`config.mk`:
```
export PLATFORM = sky130hd
export DESIGN_NAME = wmf_median
export DESIGN_NICKNAME = d
export VERILOG_FILES = /design/src/hdl/window_median_filter_macros.svh /design/src/hdl/wmf_pkg.sv /design/src/hdl/wmf_median.sv
export SDC_FILE = /design/constraint.sdc
export NUM_CORES = 2
export LEC_CHECK = 0
export ABC_AREA = 1
export BUFFER_PORTS_ARGS = -buffer_cell sky130_fd_sc_hd__buf_2
export CAP_MARGIN = 10
export CORE_MARGIN = 3
export CORE_UTILIZATION = 51
export DETAILED_ROUTE_END_ITERATION = 7
export GPL_TIMING_DRIVEN = 0
export PLACE_DENSITY = 0.69
export SLEW_MARGIN = 20
export SYNTH_ARGS = -nofsm -noshare
export SYNTH_HDL_FRONTEND = slang
export SYNTH_SLANG_ARGS = --single-unit
```
`constraint.sdc`:
```
create_clock -name i_clk -period 8.2 [get_ports i_clk]
set_input_delay 0.82 -clock i_clk [delete_from_list [all_inputs] [get_ports i_clk]]
set_output_delay 0.82 -clock i_clk [all_outputs]
set_load 0.03 [all_outputs]
```
`src/hdl/window_median_filter_macros.svh`:
```
// ============================================================================
// Window median filter assertion macros
// Shared concurrent assertion forms for the window median filter.
// ============================================================================
`ifndef WINDOW_MEDIAN_FILTER_MACROS_SVH
`define WINDOW_MEDIAN_FILTER_MACROS_SVH

// Same-cycle implication, sampled on i_clk, off while reset is held.
`define WMF_ASSERT_IMP(label, ante, cons, msg) \
    label: assert property (@(posedge i_clk) disable iff (!i_rst_n) (ante) |-> (cons)) \
        else $error(msg);

// Next-cycle implication, sampled on i_clk, off while reset is held.
`define WMF_ASSERT_NEXT(label, ante, cons, msg) \
    label: assert property (@(posedge i_clk) disable iff (!i_rst_n) (ante) |=> (cons)) \
        else $error(msg);

`endif

```
`src/hdl/wmf_pkg.sv`:
```
// ============================================================================
// Window median filter package
// Types and fixed constants shared by the window median filter modules.
// ============================================================================
package wmf_pkg;

    localparam int PIX_W      = 8;
    localparam int SIZE_W     = 11;
    localparam int HALF_W     = 2;
    localparam int CFG_DATA_W = 32;
    localparam int CFG_ADDR_W = 4;
    localparam int FIFO_DEPTH = 16;

    typedef logic [1:0] t_reg_idx;

    localparam t_reg_idx REG_IMAGE_WIDTH  = 2'd0;
    localparam t_reg_idx REG_IMAGE_HEIGHT = 2'd1;
    localparam t_reg_idx REG_HALF_WIDTH   = 2'd2;
    localparam t_reg_idx REG_HALF_HEIGHT  = 2'd3;

    typedef struct packed {
        logic emit;
        logic interior;
        logic last;
    } t_meta;

    typedef struct packed {
        logic [PIX_W-1:0] pixel;
        logic             last;
    } t_result;

endpackage

```
`src/hdl/wmf_median.sv`:
```
// ============================================================================
// Window median filter rank selector
// Finds the middle sample one bit per stage, most significant bit first.
// ============================================================================
module wmf_median #(
    parameter int MAX_HALF = 3
) (
    input  logic                                  i_clk,
    input  logic                                  i_rst_n,
    input  logic [(2*MAX_HALF+1)*(2*MAX_HALF+1)*wmf_pkg::PIX_W-1:0] i_samples,
    input  logic [wmf_pkg::HALF_W-1:0]            i_half_w,
    input  logic [wmf_pkg::HALF_W-1:0]            i_half_h,
    input  wmf_pkg::t_meta                        i_meta,
    output wmf_pkg::t_meta                        o_meta,
    output logic [wmf_pkg::PIX_W-1:0]             o_median
);
    import wmf_pkg::*;

    localparam int WIN   = 2 * MAX_HALF + 1;
    localparam int NS    = WIN * WIN;
    localparam int CNW   = $clog2(NS + 1);
    localparam int NSTEP = PIX_W;

    logic [NS-1:0]       in_mask;
    logic [CNW-1:0]      in_rank;
    logic [NS*PIX_W-1:0] r_samp [1:NSTEP-1];
    logic [NS-1:0]       r_mask [1:NSTEP-1];
    logic [CNW-1:0]      r_rank [1:NSTEP-1];
    logic [PIX_W-1:0]    r_res  [1:NSTEP];
    t_meta               r_meta [1:NSTEP];

    always_comb begin
        for (int j = 0; j < WIN; j++) begin
            for (int k = 0; k < WIN; k++) begin
                in_mask[j*WIN+k] = (j <= 2 * int'(i_half_w)) && (k <= 2 * int'(i_half_h));
            end
        end
        in_rank = CNW'(2 * 32'(i_half_w) * 32'(i_half_h) + 32'(i_half_w) + 32'(i_half_h));
    end

    for (genvar s = 0; s < NSTEP; s++) begin : g_step
        localparam int B = NSTEP - 1 - s;

        logic [NS*PIX_W-1:0] cur_samp;
        logic [NS-1:0]       cur_mask;
        logic [CNW-1:0]      cur_rank;
        logic [PIX_W-1:0]    cur_res;
        t_meta               cur_meta;
        logic [CNW-1:0]      cnt0;
        logic                bit_one;
        logic [NS-1:0]       n_mask;
        logic [CNW-1:0]      n_rank;
        logic [PIX_W-1:0]    n_res;

        if (s == 0) begin : g_first
            assign cur_samp = i_samples;
            assign cur_mask = in_mask;
            assign cur_rank = in_rank;
            assign cur_res  = '0;
            assign cur_meta = i_meta;
        end else begin : g_next
            assign cur_samp = r_samp[s];
            assign cur_mask = r_mask[s];
            assign cur_rank = r_rank[s];
            assign cur_res  = r_res[s];
            assign cur_meta = r_meta[s];
        end

        always_comb begin
            cnt0 = '0;
            for (int i = 0; i < NS; i++) begin
                cnt0 = cnt0 + CNW'(cur_mask[i] & ~cur_samp[i*PIX_W+B]);
            end
            bit_one = (cur_rank >= cnt0);
            n_rank  = bit_one ? (cur_rank - cnt0) : cur_rank;
            for (int i = 0; i < NS; i++) begin
                n_mask[i] = cur_mask[i] & (cur_samp[i*PIX_W+B] == bit_one);
            end
            n_res    = cur_res;
            n_res[B] = bit_one;
        end

        always_ff @(posedge i_clk) begin
            if (!i_rst_n) begin
                r_meta[s+1] <= '0;
            end else begin
                r_meta[s+1] <= cur_meta;
            end
        end

        always_ff @(posedge i_clk) begin
            r_res[s+1] <= n_res;
        end

        if (s < NSTEP - 1) begin : g_carry
            always_ff @(posedge i_clk) begin
                r_samp[s+1] <= cur_samp;
                r_mask[s+1] <= n_mask;
                r_rank[s+1] <= n_rank;
            end
        end
    end

    assign o_meta   = r_meta[NSTEP];
    assign o_median = r_res[NSTEP];

endmodule

```
==> run summary <==
For the maximum buffer depth of the clock tree, the log shows 3. The most used flip-flop cell after synthesis is sky130_fd_sc_hd__dfxtp_1. For the via count of the first global-routing pass, the log shows 35,400. The first-pass iteration count of the detailed router was 6. The fraction of final layout cells with drive strength greater than 1 is 0.123, and the post-synthesis instance total is 5,523. The logs give 0.553 for the worst slew margin relative to its limit and 0 for the Yosys warning count.

The share of the yosys chip area belonging to registers is 0.634, and the post-synthesis cell area is 57,400 um2. The number of flops mapped to enable cells by yosys is 0, and the total core area is 111,000 um2. The floorplan step set the die width to 341 um.

After the last flow step, the layout net total stands at 6,958. The first routing iteration left 1,905 violations. The final wirelength came out at 132 mm. The final worst-path cycle share is 0.975, and the final-report max-slew violation count is 0.

The critical path is of the in -> reg type. The run gives 0.517 as the starting density of the core. The count of hold buffers inserted by post-cts repair came out at 0.

TritonCTS built the clock tree. The run finished with clean final reports. The clock sink count came out at 1,817.

The initialized floorplan defines 122 standard-cell rows. The tool flagged a number of max-cap violations equal to 0. The later pin in the worst-skew pair is clocked with a latency of 770 ps. For the total count of hold-check failures in the final report, the log shows 0.

In this design, the critical path's most frequently occurring cell is sky130_fd_sc_hd__fa_1. Routability-driven placement finished with a final weighted congestion of 0.926. The sort of element at the end of the critical path was a flop. The number of buffers and inverters on the critical path is 8.

The layout overhead on the synthesized area is 16.9%, and the count of state elements after synthesis is 1,817. The all-layer global routing usage is 0.228, and the stage delay of the slowest cell on the critical path is 570 ps. The slowest stage of the critical path belongs to the cell sky130_fd_sc_hd__fa_1. The number of standard cells in the final layout excluding fillers is 7,738. For the pin with the worst max-slew slack, the measured transition is 671 ps. Based on the critical path, the design can be clocked at up to 0.125 GHz.

The die extent in y was 341 um. Fraction of synthesis flops using an asynchronous set or reset pin: 0. Dominant cell type by area after synthesis: sky130_fd_sc_hd__dfxtp_1. Across all layers, the routed design uses 34,400 vias.

Initial antenna violation count: 9. Entering global routing, the biggest net connects 17 pins. The per-cell via count in the routed design is 4.44, and the final setup violation count is 0. For the number of nets with antenna violations after detailed routing, the log shows 0. Data arrives at the worst endpoint at 8650 ps. The worst setup path is launched from a primary input. Wire length of the first global-routing pass: 198 mm. The commonest cells after synthesis are sky130_fd_sc_hd__dfxtp_1 (1,817), sky130_fd_sc_hd__nand2_1 (1,115), sky130_fd_sc_hd__inv_1 (987). The cell sitting at the root of the clock tree is a sky130_fd_sc_hd__clkbuf_16. After layout, the minimum clock period comes to 7990 ps. Dividing the detail-routed wire length by the instance count gives 17.0 um. Worst min-delay path category: in -> reg.

In this run, distinct cell masters in the synthesized netlist total 27. The global-route congestion overflow total was 0. Setup repair after global routing left no endpoint under its margin. The number of nets in the synthesized netlist is 6,377. In this run, CTS created clock tree buffers numbering 168.

The number of levels in the clock H-tree is 4. The fraction of synthesized cell area taken by the top area cell type came out at 0.634. STA puts the critical path data required time at 8860 ps. The critical path's top delay family was adder cells.

Clock-pin slew was measured on the worst setup and hold paths at 60 ps. In this run the mean area of a mapped cell was 10.4 um2. Number of top-level pins: 412.

The worst-path maximum fanout was 10. Detailed placement finished with a half-perimeter wire length of 103 mm. Clock skew on the completed layout was measured at 50.6 ps.

By area the synthesized netlist is led by sky130_fd_sc_hd__dfxtp_1 (63%), sky130_fd_sc_hd__fa_1 (11%), sky130_fd_sc_hd__nand2_1 (7.3%). Yosys instantiated no cell more often than sky130_fd_sc_hd__dfxtp_1. The total die area was 117,000 um2; the number of design rule violations left after detail routing was 0.

In this run the tool buffered the top-level ports with 411 buffer cells. The number of placed instances, taps included, is 7,422.
==> cell usage in the layout, fill, tap and decap left out, types with 4 or more instances in the layout <==
cell type                       n
sky130_fd_sc_hd__bufinv_16      8
sky130_fd_sc_hd__o221ai_1       8
sky130_fd_sc_hd__clkinv_4       8
sky130_fd_sc_hd__clkinvlp_4    15
sky130_fd_sc_hd__fa_1         328
sky130_fd_sc_hd__clkbuf_1      47
sky130_fd_sc_hd__clkbuf_16    170
sky130_fd_sc_hd__xor2_1        20
sky130_fd_sc_hd__xnor2_1       27
sky130_fd_sc_hd__nand2_1     1115
sky130_fd_sc_hd__ha_1         125
sky130_fd_sc_hd__inv_1        987
sky130_fd_sc_hd__clkinv_1       5
sky130_fd_sc_hd__nand3_1       57
sky130_fd_sc_hd__dfxtp_1     1817
sky130_fd_sc_hd__clkbuf_8      34
sky130_fd_sc_hd__nand4_1       43
sky130_fd_sc_hd__clkinv_2      32
sky130_fd_sc_hd__nor2_1       826
sky130_fd_sc_hd__diode_2        5
sky130_fd_sc_hd__clkinv_16      5
sky130_fd_sc_hd__buf_4          8
sky130_fd_sc_hd__o21ai_0       33
sky130_fd_sc_hd__clkinv_8       4
sky130_fd_sc_hd__buf_2        463
sky130_fd_sc_hd__inv_6          7
sky130_fd_sc_hd__a21oi_1       32
==> sequential cells by signal, indices dropped and copies added (netlist names) <==
signal / cells
r_samp: 1372
r_mask: 343
r_rank: 42
r_res: 36
r_meta: 24
==> logic make-up (layout without fill, tap and decap cells) <==
kind of cell,after synthesis,in the layout,synth area share
other cells,0,5,0
flops,1817,1817,0.634
simple gates,2050,2050,0.138
compound gates,78,78,0.00769
fa+ha+maj,453,453,0.142
xor+xnor,47,47,0.00717
buf+inv,1078,1800,0.0722
==> final cells by class <==
class / instances / area [um2]
fill: 9115 / 44000
sequential: 1817 / 36400
multi-input combinational: 2628 / 16900
clock buffer: 229 / 4820
inverter: 993 / 3730
timing repair buffer: 413 / 2080
tap: 1488 / 1860
clock inverter: 82 / 920
buffer: 83 / 412
antenna: 5 / 12.5
==> stage by stage <==
| step | setup TNS [ps] | setup WS (ps) | instance area [um2] | utilization | hold WS (ps) |
|---|---|---|---|---|---|
| floorplan | 0 | 640 | 57400 | - | 310 |
| global placement | -66200 | -1380 | 61300 | 0.552 | 310 |
| detailed placement | -66690 | -1380 | 61300 | 0.552 | 312 |
| CTS | 0 | 10.8 | 67100 | 0.603 | 96.1 |
| global route | 0 | 12.3 | 67100 | 0.604 | 104 |
| finish | 0 | 207 | 67100 | 0.604 | 146 |
==> worst paths after layout <==
| kind | start | to | slack [ps] | cells after the start |
|---|---|---|---|---|
| worst min register to register | r_samp[0][924] | r_samp[0][1316] | 290 | 0 |
| worst max-delay path | i_half_w[1] | r_mask[0][65] | 210 | 28 |
| worst min-delay path | i_samples[382] | r_samp[0][774] | 150 | 1 |
| worst max register to register | r_samp[0][1627] | r_mask[0][291] | 700 | 24 |
==> metal layers <==
layer  GRT usage  vias up  wire [um]
met2       0.388      919      63300
met4      0.0807        0       4350
li1            -    17300          -
met3      0.0358      217       6840
met1       0.296    16000      57100
met5           0        -          0
==> timing repair <==
item                                    in CTS  in global routing
endpoints found under the setup margin      56                 53
pin swaps                                    0                  1
resized for setup                            4                  7
setup buffers                                0                  2
Power is left out: the tool's default activity adds up to more than one toggle a clock period on the data nets, which glitch-free logic cannot reach.
