## config.mk

```make
export PLATFORM = sky130hd
export DESIGN_NAME = wmf_fifo
export DESIGN_NICKNAME = d
export VERILOG_FILES = /design/src/hdl/window_median_filter_macros.svh /design/src/hdl/wmf_pkg.sv /design/src/hdl/wmf_fifo.sv
export SDC_FILE = /design/constraint.sdc
export NUM_CORES = 1
export LEC_CHECK = 0
export BUFFER_PORTS_ARGS = -buffer_cell sky130_fd_sc_hd__buf_2
export CORE_ASPECT_RATIO = 1.2
export CORE_MARGIN = 2
export CORE_UTILIZATION = 45
export CTS_CLUSTER_DIAMETER = 200
export DETAILED_ROUTE_END_ITERATION = 10
export GPL_ROUTABILITY_DRIVEN = 0
export HOLD_SLACK_MARGIN = 0.05
export SYNTH_ARGS = -nofsm -noshare
export SYNTH_HDL_FRONTEND = slang
export SYNTH_SLANG_ARGS = --single-unit
```

## constraint.sdc

```tcl
create_clock -name i_clk -period 4.9 [get_ports i_clk]
set_clock_uncertainty 0.1 [all_clocks]
set_input_delay 1.225 -clock i_clk [delete_from_list [all_inputs] [get_ports i_clk]]
set_output_delay 1.225 -clock i_clk [all_outputs]
set_load 0.005 [all_outputs]
```

## src/hdl/window_median_filter_macros.svh

```systemverilog
// ============================================================================
// Window median filter assertion macros
// Shared concurrent assertion forms for the window median filter.
// ============================================================================
`ifndef WINDOW_MEDIAN_FILTER_MACROS_SVH
`define WINDOW_MEDIAN_FILTER_MACROS_SVH

// Same-cycle implication, sampled on i_clk, off while reset is held.
`define WMF_ASSERT_IMP(label, ante, cons, msg) \
    label: assert property (@(posedge i_clk) disable iff (!i_rst_n) (ante) |-> (cons)) \
        else $error(msg);

// Next-cycle implication, sampled on i_clk, off while reset is held.
`define WMF_ASSERT_NEXT(label, ante, cons, msg) \
    label: assert property (@(posedge i_clk) disable iff (!i_rst_n) (ante) |=> (cons)) \
        else $error(msg);

`endif

```

## src/hdl/wmf_pkg.sv

```systemverilog
// ============================================================================
// Window median filter package
// Types and fixed constants shared by the window median filter modules.
// ============================================================================
package wmf_pkg;

    localparam int PIX_W      = 8;
    localparam int SIZE_W     = 11;
    localparam int HALF_W     = 2;
    localparam int CFG_DATA_W = 32;
    localparam int CFG_ADDR_W = 4;
    localparam int FIFO_DEPTH = 16;

    typedef logic [1:0] t_reg_idx;

    localparam t_reg_idx REG_IMAGE_WIDTH  = 2'd0;
    localparam t_reg_idx REG_IMAGE_HEIGHT = 2'd1;
    localparam t_reg_idx REG_HALF_WIDTH   = 2'd2;
    localparam t_reg_idx REG_HALF_HEIGHT  = 2'd3;

    typedef struct packed {
        logic emit;
        logic interior;
        logic last;
    } t_meta;

    typedef struct packed {
        logic [PIX_W-1:0] pixel;
        logic             last;
    } t_result;

endpackage

```

## src/hdl/wmf_fifo.sv

```systemverilog
// ============================================================================
// Window median filter output queue
// Small register queue that holds finished results until the receiver takes them.
// ============================================================================
module wmf_fifo (
    input  logic              i_clk,
    input  logic              i_rst_n,
    input  logic              i_push,
    input  wmf_pkg::t_result  i_data,
    output logic              o_valid,
    output wmf_pkg::t_result  o_data,
    input  logic              i_pop
);
    import wmf_pkg::*;

    localparam int AW = $clog2(FIFO_DEPTH);
    localparam int CW = $clog2(FIFO_DEPTH + 1);

    t_result       r_mem [FIFO_DEPTH];
    logic [AW-1:0] r_wptr;
    logic [AW-1:0] r_rptr;
    logic [CW-1:0] r_count;
    logic          pop;

    assign o_valid = (r_count != '0);
    assign o_data  = r_mem[r_rptr];
    assign pop     = i_pop && o_valid;

    always_ff @(posedge i_clk) begin
        if (!i_rst_n) begin
            r_wptr  <= '0;
            r_rptr  <= '0;
            r_count <= '0;
        end else begin
            if (i_push) begin
                r_wptr <= r_wptr + AW'(1);
            end
            if (pop) begin
                r_rptr <= r_rptr + AW'(1);
            end
            r_count <= r_count + CW'(i_push) - CW'(pop);
        end
    end

    always_ff @(posedge i_clk) begin
        if (i_push) begin
            r_mem[r_wptr] <= i_data;
        end
    end

endmodule

```

==> reports/metrics.csv, run 1 <==
stage,metric,value,unit
detailed_routing,drc,3,
yosys,syn_area_per_cell,19.9,µm²
grt,grtUsageMet2,28.3,%
sta,finalHoldViolCount,0,
grt,grtUsageMet3,4.31,%
clock_tree,postCtsHoldBufs,0,
critical_path,critPathLaunchType,register,
sta,max_freq,0.254,GHz
yosys,synth_top_family_by_area,multiplexers,
floorplan,rows,47,
hold_path,hold_class,reg -> reg,
grt,grt.busiest_layer,met2,
yosys,synthSimpleGateAreaFrac,5.14,%
critical_path,worst_r2r_path_depth,13,
critical_path,critPathBufInv,2,
power,vdd_drop_max,242,µV
yosys,syn_nets,348,
sta,fin_setup_tns,0,ns
layout,drive_above_1_share,19.9,%
clock_tree,cts-root-buf,clkbuf_16,
clock_tree,clock_sink_count,161,
critical_path,critPathTopFamily,flip-flops,
detailed_routing,ant_nets,0,
layout,area_growth,12.9,%
layout,fillCellCount,1110,
sta,worst_pin_slew,0.912,ns
grt,grt_pass1_wl,18.5,mm
critical_path,crit_type,reg -> out,
floorplan,die-height,135,µm
grt,grt_usage,17.1,%
sta,period_minus_slack,3.93,ns
critical_path,path_depth,5,
floorplan,die_width,113,µm
yosys,ys_ff_latch,161,
clock_tree,cts_buffers,17,
placed_design,hpwl,7.63,mm
grt,grt_pass1_vias,3136,
critical_path,required,3.58,ns
sta,whs,0.435,ns
status,violations,design-rule violations,
sta,relSlewSlack,39.1,%
hold_path,hold_depth,2,
yosys,synth_xor_area_share,1.23,%
detailed_routing,num_vias,3001,
yosys,synth_fa_ha_area_share,2.45,%
floorplan,core_area,13900,µm²
yosys,synth_cells,323,
yosys,ys_seq_area_share,72.5,%
flow_run,max_cap_violations,0,
layout,num-nets-final,378,
layout,seq_area,4670,µm²
detailed_routing,dr.pass1.iters,7,
grt,grt_max_degree,37,
clock_tree,clock_latency,0.41,ns
grt,antenna_found_initial,0,
clock_tree,tritoncts,built,
yosys,synth-compound-area-share,2.57,%
critical_path,cp.arrival,2.61,ns
placed_design,portBuffers,22,
detailed_routing,drt_wl_total,12.1,mm
yosys,ys_types,37,
floorplan,io_pins,23,
yosys,ys_warn_count,0,
layout,num_antenna_cells,0,
sta,finalSetupViolCount,0,
critical_path,max_stage_delay,0.75,ns
yosys,netlist_area,6430,µm²
critical_path,cp_slowest_cell,dfxtp_2,
layout,multi_input_area,1610,µm²
critical_path,crit_chain,buf_4 -> mux4_1 -> a22oi_1 -> nand2_1 -> buf_2,
floorplan,start_util,46.3,%
grt,grt_use_met1,22.1,%
detailed_routing,drtIter0Drc,205,
sta,period_share,80.2,%
detailed_routing,viasPerCell,5.59,
critical_path,ff2ff_setup_slack,1.74,ns
clock_tree,path_clk_slew,0.06,ns
clock_tree,cts_resized,0,
grt,overflow,0,
power,p_leak,2.44,nW
clock_tree,cts.path.max_buffers,2,
critical_path,critPathCaptureType,output pin,
power,power.density_cell_area,485,nW/µm²
critical_path,critPathMaxFanout,19,
sta,rsz0062_at_grt,no,
status,status,"finished, violations left",
floorplan,dieArea,15300,µm²
clock_tree,cts_setup_buffers,0,
yosys,muxShareOfSynthArea,13.7,%
clock_tree,htree_levels,4,
sta,drv_slew,0,
detailed_routing,post_drt_wl_per_cell,22.6,µm
## metal layers
layer  vias up  share of wire, %
li1       1363                 -
met5         -                 0
met4         0               1.4
met1      1553                44
met3        14               4.6
met2        71                51
## layout make-up
| cell class | instances | share of cell area (%) |
|---|---|---|
| Sequential cell | 161 | 64.3 |
| Multi-Input combinational cell | 139 | 22.2 |
| Clock buffer | 20 | 6.01 |
| Tap cell | 171 | 2.95 |
| Clock inverter | 12 | 2.27 |
| Timing Repair Buffer | 25 | 1.83 |
| Inverter | 9 | 0.465 |
## report_power, final
group	internal, W	switching [W]	total [W]
Combinational	0.000308	0.000270	0.000579
Sequential	0.00154	0.0000544	0.00160
Clock	0.000845	0.000500	0.00135
Total	0.00270	0.000825	0.00352
## path summary, 6_finish.rpt
kind / startpoint / to
worst max-delay path: register / o_data[4]
worst min-delay path: r_rptr[1] / register
worst max register to register: r_count[2] / r_count[4]
worst min register to register: r_rptr[1] / register
## cell usage after synthesis
cell             number  share of area [%]
and3b_1               1               0.14
xor2_1                3               0.41
nand2_1              12               0.70
xnor2_1               6               0.82
nor2_1                3               0.18
and3_1                3               0.29
buf_4                 1               0.12
mux2i_1               1               0.16
and2b_1               1               0.12
buf_6                 3               0.53
a21oi_1               2               0.16
clkbuf_8              1               0.21
a22oi_1              18                2.1
mux4_2               20                7.0
dfxtp_1              17                5.3
buf_12                1               0.31
clkbuf_1              3               0.18
mux4_1               16                6.5
nor2b_1               2               0.19
a21o_1                1               0.12
o21ai_0               1              0.078
fa_1                  1               0.31
clkbuf_2              1              0.078
edfxtp_1            144                 67
nand3_1               3               0.23
nor3b_1               1               0.12
clkdlybuf4s25_2       1               0.16
or4b_1                1               0.16
clkbuf_4              1               0.12
and2_1               28                2.7
inv_1                 9               0.53
a21boi_0              1               0.12
nand4_1               1              0.097
buf_2                 2               0.16
or3_1                 1              0.097
nand2_2               1              0.097
ha_1                 11                2.1
## logic make-up after synthesis
kind of cell    after synthesis
mux                          37
simple gates                 58
buf+inv                      23
xor+xnor                      9
compound gates               23
fa+ha+maj                    12
flops                       161
## worst min-delay path, delay by kind of cell (launching register included)
family | cells | cell delay [ns]
flip-flops | 1 | 0.32
AND/OR/NAND/NOR | 1 | 0.06
AO/OA/AOI/OAI | 1 | 0.09
## stage by stage
stage               util (%)  setup slack, ns  power [W]  cell area (µm²)  instances
floorplan                  -             1.81    0.00207             6430        323
global placement        48.0             1.40    0.00220             6660        505
detailed placement      48.0             1.37    0.00222             6660        505
CTS                     52.3            0.931    0.00355             7260        537
global route            52.3            0.780    0.00367             7260        537
finish                  52.3            0.969    0.00352             7260        537
## cells in the final DEF, fill, tap and decap left out, types with 2 or more instances in the layout
cell	instances
a21oi_1	2
inv_1	9
mux4_1	16
xnor2_1	6
nor2_1	3
clkinv_2	2
dfxtp_1	16
bufinv_16	4
clkinvlp_4	2
buf_2	22
edfxtp_1	144
and2_1	28
and3_1	3
xor2_1	3
buf_4	3
clkbuf_16	17
nand2_1	12
clkinv_1	3
clkbuf_1	3
mux4_2	20
ha_1	11
nor2b_1	2
nand3_1	3
a22oi_1	18
## registers in the layout (all words and copies together) (netlist names), named ones only
signal	cells
r_count	5
r_rptr	4
r_wptr	4
r_mem	144
No activity file was read; power rests on OpenSTA's default activity.
==> run 2, diff against run 1 <==
==> constraint.sdc (replaced) <==
create_clock -name i_clk -period 3.9 [get_ports i_clk]
set_clock_uncertainty 0.1 [all_clocks]
set_input_delay 0.975 -clock i_clk [delete_from_list [all_inputs] [get_ports i_clk]]
set_output_delay 0.975 -clock i_clk [all_outputs]
set_load 0.005 [all_outputs]
==> run 2 against run 1 <==
The flow still finishes with violations (design-rule violations); first-iteration DRC count increased by 21%; sequential power is 23% higher; final area is essentially flat; clock power up 21%.
==> reports/metrics.csv, run 2 (synthesis results as in run 1) <==
stage,metric,value,unit,change
power,swShare,22.8,%,-0.58 points
floorplan,die-height,135,µm,unchanged
clock_tree,postCtsHoldBufs,0,,unchanged
detailed_routing,ant_nets,0,,unchanged
grt,grt_usage,17.3,%,+0.22 points
grt,grt_max_degree,37,,unchanged
power,vdd_drop_max,271,µV,+12%
power,combPwrFrac,17.3,%,+0.9 points
grt,antenna_found_initial,0,,unchanged
grt,grt_pass1_wl,18.3,mm,-1.2%
status,violations,design-rule violations,,
power,p_leak,2.45,nW,+0.22%
floorplan,io_pins,23,,unchanged
detailed_routing,drt_wl_total,12.1,mm,about the same
power,power.density_cell_area,602,nW/µm²,+24%
clock_tree,clock_sink_count,161,,unchanged
critical_path,crit_type,reg -> out,,
floorplan,start_util,46.3,%,unchanged
grt,overflow,0,,unchanged
placed_design,placed_area,6680,µm²,+0.30%
critical_path,cp.arrival,2.20,ns,-0.41 ns
critical_path,critPathBufInv,2,,unchanged
sta,worst_pin_slew,0.904,ns,-0.00800 ns
critical_path,crit_chain,buf_4 -> mux4_1 -> a22oi_1 -> nand2_1 -> buf_2,,
status,status,"finished, violations left",,
clock_tree,htree_levels,4,,unchanged
sta,finalSetupViolCount,0,,unchanged
grt,grt_pass1_vias,3058,,-2.5%
layout,drive_above_1_share,19.9,%,-0.054 points
sta,period_share,84.0,%,
floorplan,dieArea,15300,µm²,unchanged
clock_tree,cts.path.max_buffers,2,,unchanged
sta,rsz0062_at_grt,no,,
layout,final_design_area_no_fill,7270,µm²,about the same
layout,num-nets-final,379,,+0.26%
clock_tree,clock_latency,0.41,ns,about the same
layout,largest-register,r_mem,,
layout,largestRegisters,"r_mem: 144 flops, r_count: 5 flops",,
layout,seq_area,4670,µm²,unchanged
power,intPower,0.00337,W,+25%
critical_path,required,2.82,ns,-0.76 ns
layout,area_growth,13.0,%,about the same
clock_tree,cts_setup_buffers,0,,unchanged
sta,relSlewSlack,39.5,%,+0.44 points
clock_tree,tritoncts,built,,
layout,fillCellCount,1094,,-1.4%
flow_run,max_cap_violations,0,,unchanged
sta,drv_slew,0,,unchanged
critical_path,critPathLaunchType,register,,
placed_design,portBuffers,22,,unchanged
detailed_routing,drtIter0Drc,249,,+21%
layout,multi_input_area,1610,µm²,unchanged
sta,finalHoldViolCount,0,,unchanged
detailed_routing,num_vias,2948,,-1.8%
critical_path,critPathTopFamily,multiplexers,,
floorplan,die_width,113,µm,unchanged
power,seq_power_share,45.1,%,-0.3 points
detailed_routing,post_drt_wl_per_cell,22.6,µm,-0.22%
hold_path,hold_class,reg -> reg,,
power,clockPowerShare,37.6,%,-0.6 points
critical_path,critPathCaptureType,output pin,,
floorplan,rows,47,,unchanged
layout,largest_reg_flops,144,,unchanged
sta,max_freq,0.305,GHz,
clock_tree,cts-root-buf,clkbuf_16,,
critical_path,max_stage_delay,0.57,ns,-0.18 ns
critical_path,cp_slowest_cell,mux4_1,,
sta,period_minus_slack,3.28,ns,
clock_tree,path_clk_slew,0.06,ns,about the same
placed_design,hpwl,7.17,mm,-6.1%
layout,final_common_cell,edfxtp_1,,
sta,fin_setup_tns,0,ns,unchanged
power,p_switching,0.000999,W,+21%
clock_tree,cts_buffers,17,,unchanged
layout,mostFrequentLayoutCells,"edfxtp_1 (144), and2_1 (28), buf_2 (22), mux4_2 (20), a22oi_1 (18)",,
detailed_routing,drc,3,,unchanged
layout,num_antenna_cells,0,,unchanged
floorplan,core_area,13900,µm²,unchanged
critical_path,critPathMaxFanout,8,,-11
clock_tree,cts_resized,0,,unchanged
detailed_routing,viasPerCell,5.48,,-1.9%
detailed_routing,dr.pass1.iters,7,,unchanged
run 2: power by group through the flow:
stage | Combinational (W) | Sequential [W] | Clock, W
after floorplan | 0.000608 | 0.00199 | 0
after global placement | 0.000765 | 0.00201 | 0
after detailed placement | 0.000768 | 0.00201 | 0
after CTS | 0.000773 | 0.00197 | 0.00167
after global routing | 0.000841 | 0.00198 | 0.00174
final | 0.000754 | 0.00197 | 0.00164
run 2: layout make-up:
cell class                 count  share of cell area, %
clock buffer                  25                   6.54
clock inverter                 7                   1.53
inverter                       9                  0.465
multi-input combinational    139                   22.2
sequential                   161                   64.2
tap                          171                   2.94
timing repair buffer          26                   2.10
run 2: per-stage QoR:
step	std cells	power [W]	setup WS, ns	util, %	hold WS (ns)
4_1_cts	538	0.00442	0.546	52.4	0.433
2_1_floorplan	323	0.00260	0.956	-	0.375
6_report	538	0.00437	0.623	52.4	0.421
3_5_place_dp	506	0.00278	0.804	48.1	0.424
3_3_place_gp	506	0.00277	0.858	48.1	0.431
5_1_grt	538	0.00456	0.521	52.4	0.500
run 2: worst min-delay path, cell delays in order, from the launching register on:
cell and delay [ns]:
dfxtp_1 0.32, nand2_1 0.05, a21boi_0 0.09
run 2: path summary, 6_finish.rpt:
path | startpoint | end | slack [ns] | cells past startpoint
hold reg to reg | r_rptr[1] | r_rptr[1] | 0.42 | 2
setup reg to reg | r_count[2] | r_count[4] | 0.83 | 13
setup / recovery | register | o_data[0] | 0.62 | 5
hold / removal | r_rptr[1] | r_rptr[1] | 0.42 | 2
run 2: routing by layer:
layer / part of all wire (%) / vias to the layer above / GRT usage, % / wire length, µm
met4: 1.4 / 0 / 7.66 / 174
met2: 52 / 62 / 28.5 / 6260
met1: 44 / 1514 / 22.1 / 5320
li1: - / 1360 / - / -
met3: 3.2 / 12 / 4.08 / 385
met5: 0 / - / 0 / 0
==> run 3, diff against run 2 <==
--- a/config.mk
+++ b/config.mk
@@ -5,6 +5,7 @@
 export SDC_FILE = /design/constraint.sdc
 export NUM_CORES = 1
 export LEC_CHECK = 0
+export ABC_AREA = 1
 export BUFFER_PORTS_ARGS = -buffer_cell sky130_fd_sc_hd__buf_2
 export CORE_ASPECT_RATIO = 1.2
 export CORE_MARGIN = 2
==> constraint.sdc (replaced) <==
create_clock -name i_clk -period 2.7 [get_ports i_clk]
set_clock_uncertainty 0.1 [all_clocks]
set_input_delay 0.675 -clock i_clk [delete_from_list [all_inputs] [get_ports i_clk]]
set_output_delay 0.675 -clock i_clk [all_outputs]
set_load 0.005 [all_outputs]
==> run 3 against run 2 <==
The flow now finishes without violations; utilization increased by 0.62 points; global-route usage increased by 3.0 points; register-to-register slack got worse by 0.59 ns; first-iteration DRC count increased by 100%; via count increased by 63%; combinational power increased by 94%; critical path depth increased by 3; setup slack got worse by 0.51 ns; total power increased by 61%; synthesized area increased by 11%; largest power group unchanged.
==> reports/metrics.csv, run 3 <==
stage,metric,value,unit,change
floorplan,die-height,142,µm,+5.0%
layout,mostFrequentLayoutCells,"nand2_1 (214), edfxtp_1 (144), inv_1 (124), nand3_1 (110), nor2_1 (34)",,
sta,relSlewSlack,73.2,%,+34 points
yosys,syn_nets,728,,+110%
grt,grt_usage,20.3,%,+3.0 points
detailed_routing,route.met3.wl,923,µm,+140%
yosys,yosysMostFrequentCell,nand2_1,,
grt,overflow,0,,unchanged
detailed_routing,wl_met2,7.94,mm,+27%
yosys,synth_edf_count,144,,unchanged
clock_tree,cts.path.max_buffers,2,,unchanged
layout,drive_above_1_share,10.6,%,-9.3 points
power,power.density_cell_area,858,nW/µm²,+43%
grt,grt_max_degree,73,,+97%
critical_path,critPathMaxFanout,23,,+15
detailed_routing,dr.pass1.iters,5,,-2
layout,largest_reg_flops,144,,unchanged
layout,area_growth,15.6,%,
sta,period_minus_slack,2.59,ns,
detailed_routing,viasPerCell,5.00,,-8.7%
critical_path,crit_chain,inv_8 -> buf_6 -> nand2_1 -> nand3_1 -> nand3_1 -> nand3_1 -> nand2_1 -> buf_2,,
detailed_routing,drt_wl_total,16.4,mm,+35%
yosys,synth_common_cells,"nand2_1 (214), edfxtp_1 (144), inv_1 (124)",,
yosys,netlist_area,7110,µm²,+11%
floorplan,dieArea,16800,µm²,+10%
yosys,ys_warn_count,0,,unchanged
clock_tree,cts-root-buf,clkbuf_16,,
floorplan,die_width,119,µm,+5.0%
layout,final_design_area_no_fill,8220,µm²,+13%
detailed_routing,drc,0,,-3
layout,largest-register,r_mem,,
power,vdd_drop_max,532,µV,+96%
hold_path,hold_class,reg -> reg,,
critical_path,critPathLaunchType,register,,
sta,finalHoldViolCount,0,,unchanged
grt,grt_pass1_vias,4738,,+55%
sta,period_share,95.9,%,
layout,num_antenna_cells,0,,unchanged
clock_tree,cts_buffers,17,,unchanged
sta,fin_setup_tns,0,ns,unchanged
sta,max_freq,0.386,GHz,
yosys,async_reset_ff_share,0,%,unchanged
critical_path,critPathBufInv,3,,+1
critical_path,critPathCaptureType,output pin,,
detailed_routing,wl_met1,7.29,mm,+37%
flow_run,max_cap_violations,0,,unchanged
floorplan,core_area,15500,µm²,+12%
layout,largestRegisters,"r_mem: 144 flops, r_count: 5 flops",,
critical_path,cp.arrival,1.82,ns,-0.38 ns
placed_design,hpwl,9.76,mm,+36%
critical_path,critPathTopFamily,buffers and inverters,,
placed_design,dp_cells,929,,+84%
critical_path,crit_type,reg -> out,,
critical_path,crit_top_cell,nand3_1,,
yosys,synth_top_area_share,60.8,%,-6.4 points
sta,drv_slew,0,,unchanged
power,p_leak,3.58,nW,+46%
critical_path,required,1.92,ns,-0.90 ns
clock_tree,cts_setup_buffers,0,,unchanged
layout,final_cells,963,,+79%
placed_design,portBuffers,22,,unchanged
yosys,yosysTopAreaCell,edfxtp_1,,
detailed_routing,num_vias,4819,,+63%
placed_design,placed_area,7470,µm²,+12%
status,status,completed,,
yosys,ys_types,23,,-38%
clock_tree,htree_levels,4,,unchanged
detailed_routing,drtIter0Drc,501,,+100%
detailed_routing,top_layer,met4,,
clock_tree,clock_sink_count,161,,unchanged
detailed_routing,ant_nets,0,,unchanged
layout,final_common_cell,nand2_1,,
clock_tree,path_clk_slew,0.06,ns,about the same
grt,antenna_found_initial,0,,unchanged
layout,fillCellCount,1398,,+28%
sta,rsz0062_at_grt,no,,
critical_path,worst_r2r_path_depth,15,,+2
critical_path,path_depth,8,,+3
layout,num-nets-final,767,,+100%
sta,finalSetupViolCount,0,,unchanged
sta,worst_pin_slew,0.402,ns,-0.502 ns
critical_path,max_stage_delay,0.40,ns,-0.17 ns
detailed_routing,post_drt_wl_per_cell,17.0,µm,-25%
yosys,ys_ff_latch,161,,unchanged
yosys,ys_seq_area_share,65.6,%,-6.9 points
clock_tree,tritoncts,built,,
yosys,synth_cells,703,,+120%
yosys,synth_area_leaders,"edfxtp_1 (61%), nand2_1 (11%), nand3_1 (7.7%), inv_1 (6.5%), dfxtp_1 (4.8%)",,
yosys,syn_area_per_cell,10.1,µm²,-49%
yosys,synth_ff_type,edfxtp_1,,
floorplan,rows,50,,+6.4%
floorplan,start_util,45.8,%,-0.52 points
grt,grt_pass1_wl,25.4,mm,+39%
hold_path,hold_depth,2,,unchanged
critical_path,cp_slowest_cell,dfxtp_4,,
floorplan,io_pins,23,,unchanged
clock_tree,clock_latency,0.42,ns,about the same
-- run 3: cell types whose count changed after synthesis, sizes merged, moves of 4 or more --
cell / delta
mux4: -36
nand2: +201
a21oi: +4
xnor2: -6
nor2: +31
buf: +20
nand3: +107
inv: +118
a22oi: -18
and2: -28
clkbuf: -5
-- run 3: worst register-to-register path, delay by kind of cell (launching register included) --
kind            cells  cell delay [ns]
buf+inv             3             0.16
flops               1             0.32
compound gates      2             0.18
simple gates        6             0.57
fa+ha+maj           4             1.02
-- run 3: kinds of logic (layout without fill, tap and decap cells) --
group | after synthesis | after routing | share of synthesized area [%]
simple gates | 360 | 360 | 21.0
flops | 161 | 161 | 65.6
buf+inv | 156 | 208 | 9.87
fa+ha+maj | 12 | 12 | 2.22
compound gates | 11 | 11 | 0.898
xor+xnor | 3 | 3 | 0.370
-- run 3: final cells by class --
class	instances	area (µm²)	area share [%]
inverter	128	493	6.00
multi-input combinational	386	1740	21.2
tap	208	260	3.17
sequential	161	4670	56.8
clock inverter	13	239	2.91
timing repair buffer	48	384	4.67
clock buffer	19	433	5.27
-- run 3: path summary, 6_finish.rpt --
| check | slack (ns) | end | start |
|---|---|---|---|
| setup / recovery | 0.11 | o_data[3] | register |
| setup reg to reg | 0.24 | r_count[4] | r_count[2] |
| hold / removal | 0.41 | r_rptr[3] | r_rptr[3] |
| hold reg to reg | 0.41 | r_rptr[3] | r_rptr[3] |
-- run 3: layer usage --
metal | vias up | GRT usage, %
met5 | - | 0
met4 | 0 | 6.77
met3 | 13 | 4.98
met2 | 155 | 33.0
met1 | 2321 | 26.9
li1 | 2330 | -
-- run 3: power breakdown --
group / switching (W) / internal [W]
Sequential: 0.0000662 / 0.00279
Combinational: 0.000935 / 0.000520
Clock: 0.000926 / 0.00181
-- run 3: metrics by stage --
| step | hold slack (ns) | setup slack, ns | utilization [%] | total power (W) |
|---|---|---|---|---|
| 6_report | 0.410 | 0.109 | 53.0 | 0.00705 |
| 5_1_grt | 0.423 | 0.000297 | 53.0 | 0.00738 |
| 4_1_cts | 0.409 | 0.0437 | 52.5 | 0.00701 |
| 3_5_place_dp | 0.399 | 0.120 | 48.2 | 0.00429 |
| 3_3_place_gp | 0.398 | 0.204 | 48.2 | 0.00424 |
| 2_1_floorplan | 0.371 | 0.396 | - | 0.00390 |
-- run 3: what timing repair did --
item                       in CTS  in global routing
gates resized for setup         0                  6
setup endpoints to repair       0                  5
hold buffers                    0                  0
